<file path="src/rtl/core/tbsc_pkg.sv">
// shared constants and the arctangent table for the track bend sign check
// no dependencies; every other file of the block refers to this package
`default_nettype none

package tbsc_pkg;

  // default widths of the angle and coordinate datapaths
  localparam int ANGLE_BITS_DEF = 16;
  localparam int COORD_BITS_DEF = 16;

  // vectoring steps and prescale of the coordinates before the first step
  localparam int CORDIC_STEPS   = 32;
  localparam int PRESCALE_SHIFT = 24;

  // angle accumulator, 2^32 per turn
  localparam int ZACC_BITS = 32;
  localparam logic [ZACC_BITS-1:0] HALF_TURN = 32'h8000_0000;

  // number of difference vectors of one candidate
  localparam int NUM_VEC = 3;

  // configuration port
  localparam int APB_ADDR_W = 3;
  localparam int APB_DATA_W = 32;
  localparam logic REG_MIN_PRODUCT = 1'b0;

  // output saturation limits
  localparam logic signed [31:0] PROD_MAX = 32'sh7fff_ffff;
  localparam logic signed [31:0] PROD_MIN = 32'sh8000_0000;

  // atan(2^-i) at 2^32 per turn, rounded to integers
  function automatic logic [ZACC_BITS-1:0] atan_step(input int unsigned i);
    logic [ZACC_BITS-1:0] r;
    unique case (i)
      0:  r = 32'd536870912;
      1:  r = 32'd316933406;
      2:  r = 32'd167458907;
      3:  r = 32'd85004756;
      4:  r = 32'd42667331;
      5:  r = 32'd21354465;
      6:  r = 32'd10679838;
      7:  r = 32'd5340245;
      8:  r = 32'd2670163;
      9:  r = 32'd1335087;
      10: r = 32'd667544;
      11: r = 32'd333772;
      12: r = 32'd166886;
      13: r = 32'd83443;
      14: r = 32'd41722;
      15: r = 32'd20861;
      16: r = 32'd10430;
      17: r = 32'd5215;
      18: r = 32'd2608;
      19: r = 32'd1304;
      20: r = 32'd652;
      21: r = 32'd326;
      22: r = 32'd163;
      23: r = 32'd81;
      24: r = 32'd41;
      25: r = 32'd20;
      26: r = 32'd10;
      27: r = 32'd5;
      28: r = 32'd3;
      29: r = 32'd1;
      30: r = 32'd1;
      default: r = 32'd0;
    endcase
    return r;
  endfunction

endpackage

`default_nettype wire

</file>
<file path="src/rtl/core/tbsc_finish.sv">
// back end: angle rounding, turning angles, product, threshold and saturation
// depends on tbsc_pkg
`default_nettype none

module tbsc_finish #(
  parameter int ANGLE_BITS = tbsc_pkg::ANGLE_BITS_DEF
) (
  input  wire logic                                 clk,
  input  wire logic                                 rst,
  input  wire logic                                 in_valid,
  output logic                                      in_ready,
  input  wire logic [tbsc_pkg::ZACC_BITS-1:0]       in_z [tbsc_pkg::NUM_VEC],
  input  wire logic [tbsc_pkg::NUM_VEC-1:0]         in_zero,
  input  wire logic signed [31:0]                   min_product,
  output logic                                      out_valid,
  input  wire logic                                 out_ready,
  output logic                                      compatible,
  output logic signed [31:0]                        angle_product
);

  localparam int ZB = tbsc_pkg::ZACC_BITS;
  localparam int PW = 2 * ANGLE_BITS + 2;
  localparam int CW = (PW > 33) ? PW : 33;
  localparam logic [ZB-1:0]         RND  = ZB'(1) << (31 - ANGLE_BITS);
  localparam logic [ANGLE_BITS-1:0] HALF = ANGLE_BITS'(1) << (ANGLE_BITS - 1);
  localparam logic signed [CW-1:0]  SAT_HI = CW'(tbsc_pkg::PROD_MAX);
  localparam logic signed [CW-1:0]  SAT_LO = CW'(tbsc_pkg::PROD_MIN);

  logic v1, v2, v3, v4;
  logic r1, r2, r3, r4;

  logic [ANGLE_BITS-1:0]     ang [tbsc_pkg::NUM_VEC];
  logic [ANGLE_BITS-1:0]     ang_next [tbsc_pkg::NUM_VEC];
  logic signed [ANGLE_BITS:0] t1, t2;
  logic signed [ANGLE_BITS:0] t1_next, t2_next;
  logic signed [PW-1:0]      prod;
  logic signed [CW-1:0]      prod_ext;
  logic signed [CW-1:0]      min_ext;

  assign r4 = !v4 || out_ready;
  assign r3 = !v3 || r4;
  assign r2 = !v2 || r3;
  assign r1 = !v1 || r2;
  assign in_ready  = r1;
  assign out_valid = v4;

  // round to nearest, ties upward; a zero vector has azimuth zero
  always_comb begin
    logic [ZB-1:0] zr;
    for (int k = 0; k < tbsc_pkg::NUM_VEC; k++) begin
      zr = in_z[k] + RND;
      ang_next[k] = in_zero[k] ? '0 : zr[ZB-1 -: ANGLE_BITS];
    end
  end

  // wrap into the half-open turn, exactly half a turn positive
  always_comb begin
    logic [ANGLE_BITS-1:0] d1, d2;
    d1 = ang[0] - ang[1];
    d2 = ang[1] - ang[2];
    t1_next = $signed({d1 > HALF, d1});
    t2_next = $signed({d2 > HALF, d2});
  end

  assign prod_ext = CW'(prod);
  assign min_ext  = CW'(min_product);

  always_ff @(posedge clk) begin
    if (rst) begin
      v1 <= 1'b0;
      v2 <= 1'b0;
      v3 <= 1'b0;
      v4 <= 1'b0;
    end else begin
      if (r1) v1 <= in_valid;
      if (r2) v2 <= v1;
      if (r3) v3 <= v2;
      if (r4) v4 <= v3;
    end
  end

  always_ff @(posedge clk) begin
    if (r1 && in_valid) begin
      ang <= ang_next;
    end
    if (r2 && v1) begin
      t1 <= t1_next;
      t2 <= t2_next;
    end
    if (r3 && v2) begin
      prod <= PW'(t1) * PW'(t2);
    end
    if (r4 && v3) begin
      compatible <= (prod_ext >= min_ext);
      if (prod_ext > SAT_HI) begin
        angle_product <= tbsc_pkg::PROD_MAX;
      end else if (prod_ext < SAT_LO) begin
        angle_product <= tbsc_pkg::PROD_MIN;
      end else begin
        angle_product <= prod_ext[31:0];
      end
    end
  end

endmodule

`default_nettype wire

</file>
<file path="config.mk">
export PLATFORM = sky130hd
export DESIGN_NAME = tbsc_finish
export DESIGN_NICKNAME = d
export VERILOG_FILES = /design/src/rtl/core/tbsc_pkg.sv /design/src/rtl/core/tbsc_finish.sv
export SDC_FILE = /design/constraint.sdc
export NUM_CORES = 1
export LEC_CHECK = 0
export BUFFER_PORTS_ARGS = -buffer_cell sky130_fd_sc_hd__buf_2
export CAP_MARGIN = 20
export CORE_MARGIN = 2
export CORE_UTILIZATION = 45
export DETAILED_ROUTE_END_ITERATION = 12
export GPL_TIMING_DRIVEN = 0
export PLACE_DENSITY = 0.71
export SKIP_CTS_REPAIR_TIMING = 1
export SLEW_MARGIN = 20
export SYNTH_ARGS = -nofsm -noshare
export SYNTH_HDL_FRONTEND = slang
export SYNTH_SLANG_ARGS = --single-unit
</file>
<file path="constraint.sdc">
create_clock -name clk -period 14.2 [get_ports clk]
set_clock_uncertainty 0.1 [all_clocks]
set_input_delay 1.42 -clock clk [delete_from_list [all_inputs] [get_ports clk]]
set_output_delay 1.42 -clock clk [all_outputs]
set_load 0.1 [all_outputs]
</file>
### Word-level counts from Yosys, hierarchy flattened

Cells that the tools add are included.

* add/sub/neg operators: 5
* multipliers: 1
* magnitude comparators: 5
* muxes and demuxes: 1
* reductions and logical operators: 12

Operators by type and width (number)
* $add A32 B16 Y32 const B: 3
* $ge A34 B32 Y1: 1
* $gt A34 B32 Y1 const B: 1
* $lt A34 B32 Y1 const B: 1
* $mul A17 B17 Y34: 1
* $gt A16 B16 Y1 const B: 2
* $mux W32: 1
* $sub A16 B16 Y16: 2
* $logic_and A1 B1 Y1: 4
* $logic_not A1 Y1: 4
* $logic_or A1 B1 Y1: 4

* bits in registers: 153
* input port bits: 135
* logic and storage cells: 36

### Longest topological paths before layout

* depth in word-level cells: 6
* depth in mapped cells: 25
* depth with buffers taken out: 24

### Worst setup path after synthesis

No wires, ideal clock.

* path kind: register to register
* start point: reg t1[16]
* end point: reg prod[33], data pin
* library setup time: 0.260 ns
* data arrival time: 6.195 ns
* data required time: 13.840 ns
* slack: 7.645 ns
* stages on the path, launching flop included: 22
* path buffers: 2
* cell sequence: edfxtp_1 -> clkbuf_1 -> nand2_1 -> fa_1 -> inv_1 -> fa_1 -> fa_1 -> fa_1 -> fa_1 -> inv_1 -> fa_1 -> inv_1 -> ha_1 -> clkbuf_1 -> a21o_1 -> a21o_1 -> a21oi_1 -> o21ai_0 -> a311o_1 -> a31o_2 -> a21oi_1 -> xnor2_1

* cells in the longest elaborated chain, start to end: 1

Ends and longest elaborated chain
* from (decl): RTL line tbsc_finish.sv:34 `logic signed [ANGLE_BITS:0] t1, t2;`
* from (signal assigned): RTL line tbsc_finish.sv:87 `t1 <= t1_next;`
* $mul A17 B17 Y34: RTL line tbsc_finish.sv:91 `prod <= PW'(t1) * PW'(t2);`
* to (signal assigned): RTL line tbsc_finish.sv:91
* to (decl): RTL line tbsc_finish.sv:36 `logic signed [PW-1:0] prod;`

Every way passes these cells.
A chain may end at the register's enable or synchronous reset.

### Worst setup path after layout

* start point: reg t2[10]
* end point: reg prod[32], data pin

* cells in the longest elaborated chain, start to end: 1

Ends and longest elaborated chain
* from (decl): RTL line tbsc_finish.sv:34
* from (signal assigned): RTL line tbsc_finish.sv:88 `t2 <= t2_next;`
* $mul A17 B17 Y34: RTL line tbsc_finish.sv:91

Every way passes these cells.

==> flow_metrics.tcl <==
set metrics [dict create \
    status "completed" \
    dr.pass1.iters 6 \
    clk_pin_slew_worst_paths_ns 0.06 \
    fin_setup_tns_ns 0 \
    crit_path_cell_trace "clkbuf_1 -> clkbuf_1 -> nand2_1 -> fa_1 -> inv_1 -> fa_1 -> fa_1 -> fa_1 -> fa_1 -> inv_1 -> fa_1 -> inv_1 -> ha_1 -> a21oi_1 -> nand2_1 -> nor3_1 -> a21oi_1 -> or3_1 -> a2111oi_0 -> o21bai_1 -> a21oi_1 -> xnor2_1" \
    cts_root_buffer "clkbuf_16" \
    crit_type "flop to flop" \
    tightest_slew_ns 0.852 \
    dieArea_sq_um 44100 \
    grt_pass1_vias 14525 \
    min_period_ns 7.81 \
    ys_async_sr_fraction_pct 0 \
    htree_levels 4 \
    core-area_sq_um 41900 \
    post_drt_wl_per_cell_microns 16.4 \
    critPathLaunchType "flop" \
    synth_edf_count 149 \
    syn-instance-count 1933 \
    cts_tree "done" \
    slowest_stage "fa_1" \
    cp_data_required_time_ns 14.32 \
    synth_area_sq_um 19100 \
    drive_gt1_share_pct 7.99 \
    critPathMaxStageDelay_ns 0.56 \
    slew_viol_final 0 \
    reg2reg_slack_ns 6.39 \
    start_util_pct 45.6 \
    gp_congestion 0.907 \
    whs_endpoint "v3" \
    first_iter_violations 893 \
    drcViolationCount 0 \
    grt_max_degree 32 \
    fin_ws_ns 6.39 \
    clk-insertion-delay-late_ns 0.45 \
    syn_nets 2518 \
    crit_fanout 10 \
    syn_avg_cell_area_sq_um 9.87 \
    overflow 0 \
    fp.dieW_microns 210 \
    fin_hold_ws_ns 0.403 \
    cts_max_path_buffers 2 \
    post-place-ws_ns 6.42 \
    r2r-start "t2[10]" \
    crit_top_cell "fa_1" \
    hold_viol 0 \
    via_per_inst 5.13 \
    io_pins 170 \
    hold_depth 2 \
    max_freq_mhz 128 \
    vias 13500 \
    areaGrowthSynthToFinish_pct 10.5 \
    r2r_cells 22 \
    relSlewSlack_pct 42.7 \
    yosys_register_bits 153 \
    cts.sinks 153 \
    row_count 75 \
    routed_wirelength_microns 43200 \
    antenna_found_initial 1 \
    arrival_ns 7.93 \
    min_path_type "flop to flop" \
    fin_nets 2664 \
    gr-usage-all-layers_pct 21.0 \
    ys_warn_count 0 \
    dp_hpwl_microns 35900 \
    final_antenna_net_count 0 \
    end_kind "flop" \
    yosysSeqAreaShare_pct 23.9 \
    rsz0062_at_grt "no" \
    numCtsBuffers 17 \
    fin_crit_sh_pct 55.0 \
    r2r-end "prod[32]" \
    min_from "v2" \
    finalSetupViolCount 0 \
    maxCapViolCount 0 \
    die_h_microns 210 \
    io_buffers 123 \
    synth-main-ff-cell "edfxtp_1" \
    diodes 0 \
    synthDistinctLibCells 55 \
    grt_pass1_wl_microns 72300 \
]
## placed cells by master (no fill, tap or decap), types with 4 or more instances in the layout
cell and count:
nand3_1 32, inv_1 399, a211oi_1 6, o21bai_1 4, buf_2 123, clkbuf_16 17
edfxtp_1 149, xor2_1 49, ha_1 152, nor3_1 11, and2_1 147, dfxtp_1 4
a21oi_1 42, nand2b_1 13, xnor2_1 56, and3_1 11, or3_1 5, and4_1 8
nand4_1 14, o31ai_1 4, o21ai_0 30, o21a_1 17, nand2_1 170, clkbuf_1 58
nor4_1 4, a21o_1 23, fa_1 298, a31oi_1 7, nor2_1 162, nor2b_1 13
## worst max-delay path by stage
| stage | start | end | slack [ns] |
|---|---|---|---|
| finish | t2[10] | prod[32] | 6.39 |
| global route | t2[9] | prod[32] | 5.98 |
| detailed placement | t2[9] | prod[32] | 6.42 |
| CTS | t2[9] | prod[32] | 6.40 |
| global placement | t2[5] | prod[33] | 6.62 |
| floorplan | t1[16] | prod[33] | 7.64 |
## per-layer routing
metal  track usage, %  vias to the layer above  wire length (microns)
met5                0                        -                      0
met4             7.51                        0                   1300
met3             3.67                       78                   2680
met2             35.8                      436                  20500
met1             26.9                     6666                  18600
li1                 -                     6320                      -
## cells in the mapped netlist (5+ instances only)
cell        n  area, sq um
ha_1      152         1900
a31oi_1     7         43.8
nand2_1   170          638
nand3_1    32          160
clkbuf_1   57          214
a21o_1     23          173
a21oi_1    43          215
o21a_1     17          128
edfxtp_1  149         4470
nand4_1    14         87.6
nor2_1    162          608
and2_1    147          920
inv_1     399         1500
and3_1     11         68.8
nor3_1     11         55.1
xor2_1     49          429
and4_1      8         70.1
xnor2_1    56          490
or3_1       5         31.3
o21ai_0    30          150
nand2b_1   13         81.3
nor2b_1    15         93.8
fa_1      298         5970
a211oi_1    6         45.0
## stage by stage
| step | cell area, sq um | utilization [%] | cells |
|---|---|---|---|
| 2_1_floorplan | 19100 | - | 1933 |
| 5_1_grt | 21100 | 50.4 | 2630 |
| 4_1_cts | 21100 | 50.4 | 2630 |
| 6_report | 21100 | 50.4 | 2630 |
| 3_3_place_gp | 20400 | 48.7 | 2595 |
| 3_5_place_dp | 20500 | 49.0 | 2599 |
## state kept, by name (all words and copies together), names as in the netlist
name,count
v2,1
angle_product,32
v1,1
ang,48
v3,1
t2,17
compatible,1
prod,34
t1,17
out_valid,1
## worst max-delay path, delay by kind of cell, from the launching register on
| family | cells | cell delay, ns |
|---|---|---|
| AO/OA/AOI/OAI | 5 | 1.27 |
| XOR/XNOR | 1 | 0.23 |
| adder cells (fa/ha/maj) | 7 | 3.47 |
| buffers and inverters | 5 | 1.18 |
| flip-flops | 1 | 0.32 |
| AND/OR/NAND/NOR | 4 | 1.00 |
## cells by family after synthesis
logic type,synth area share (%)
flip-flops,23.9
XOR/XNOR,4.82
adder cells (fa/ha/maj),41.2
AND/OR/NAND/NOR,15.4
buffers and inverters,8.99
AO/OA/AOI/OAI,5.64
## final cells by class
type	count	area (sq um)
buffer	58	218
tap	539	674
timing repair buffer	127	711
multi-input combinational	1323	12800
clock buffer	18	429
fill	3747	20800
sequential	153	4550
inverter	399	1500
clock inverter	13	153
Power is not shown: default switching activity piles up to over one toggle a cycle in this logic, so the estimate is an artifact.
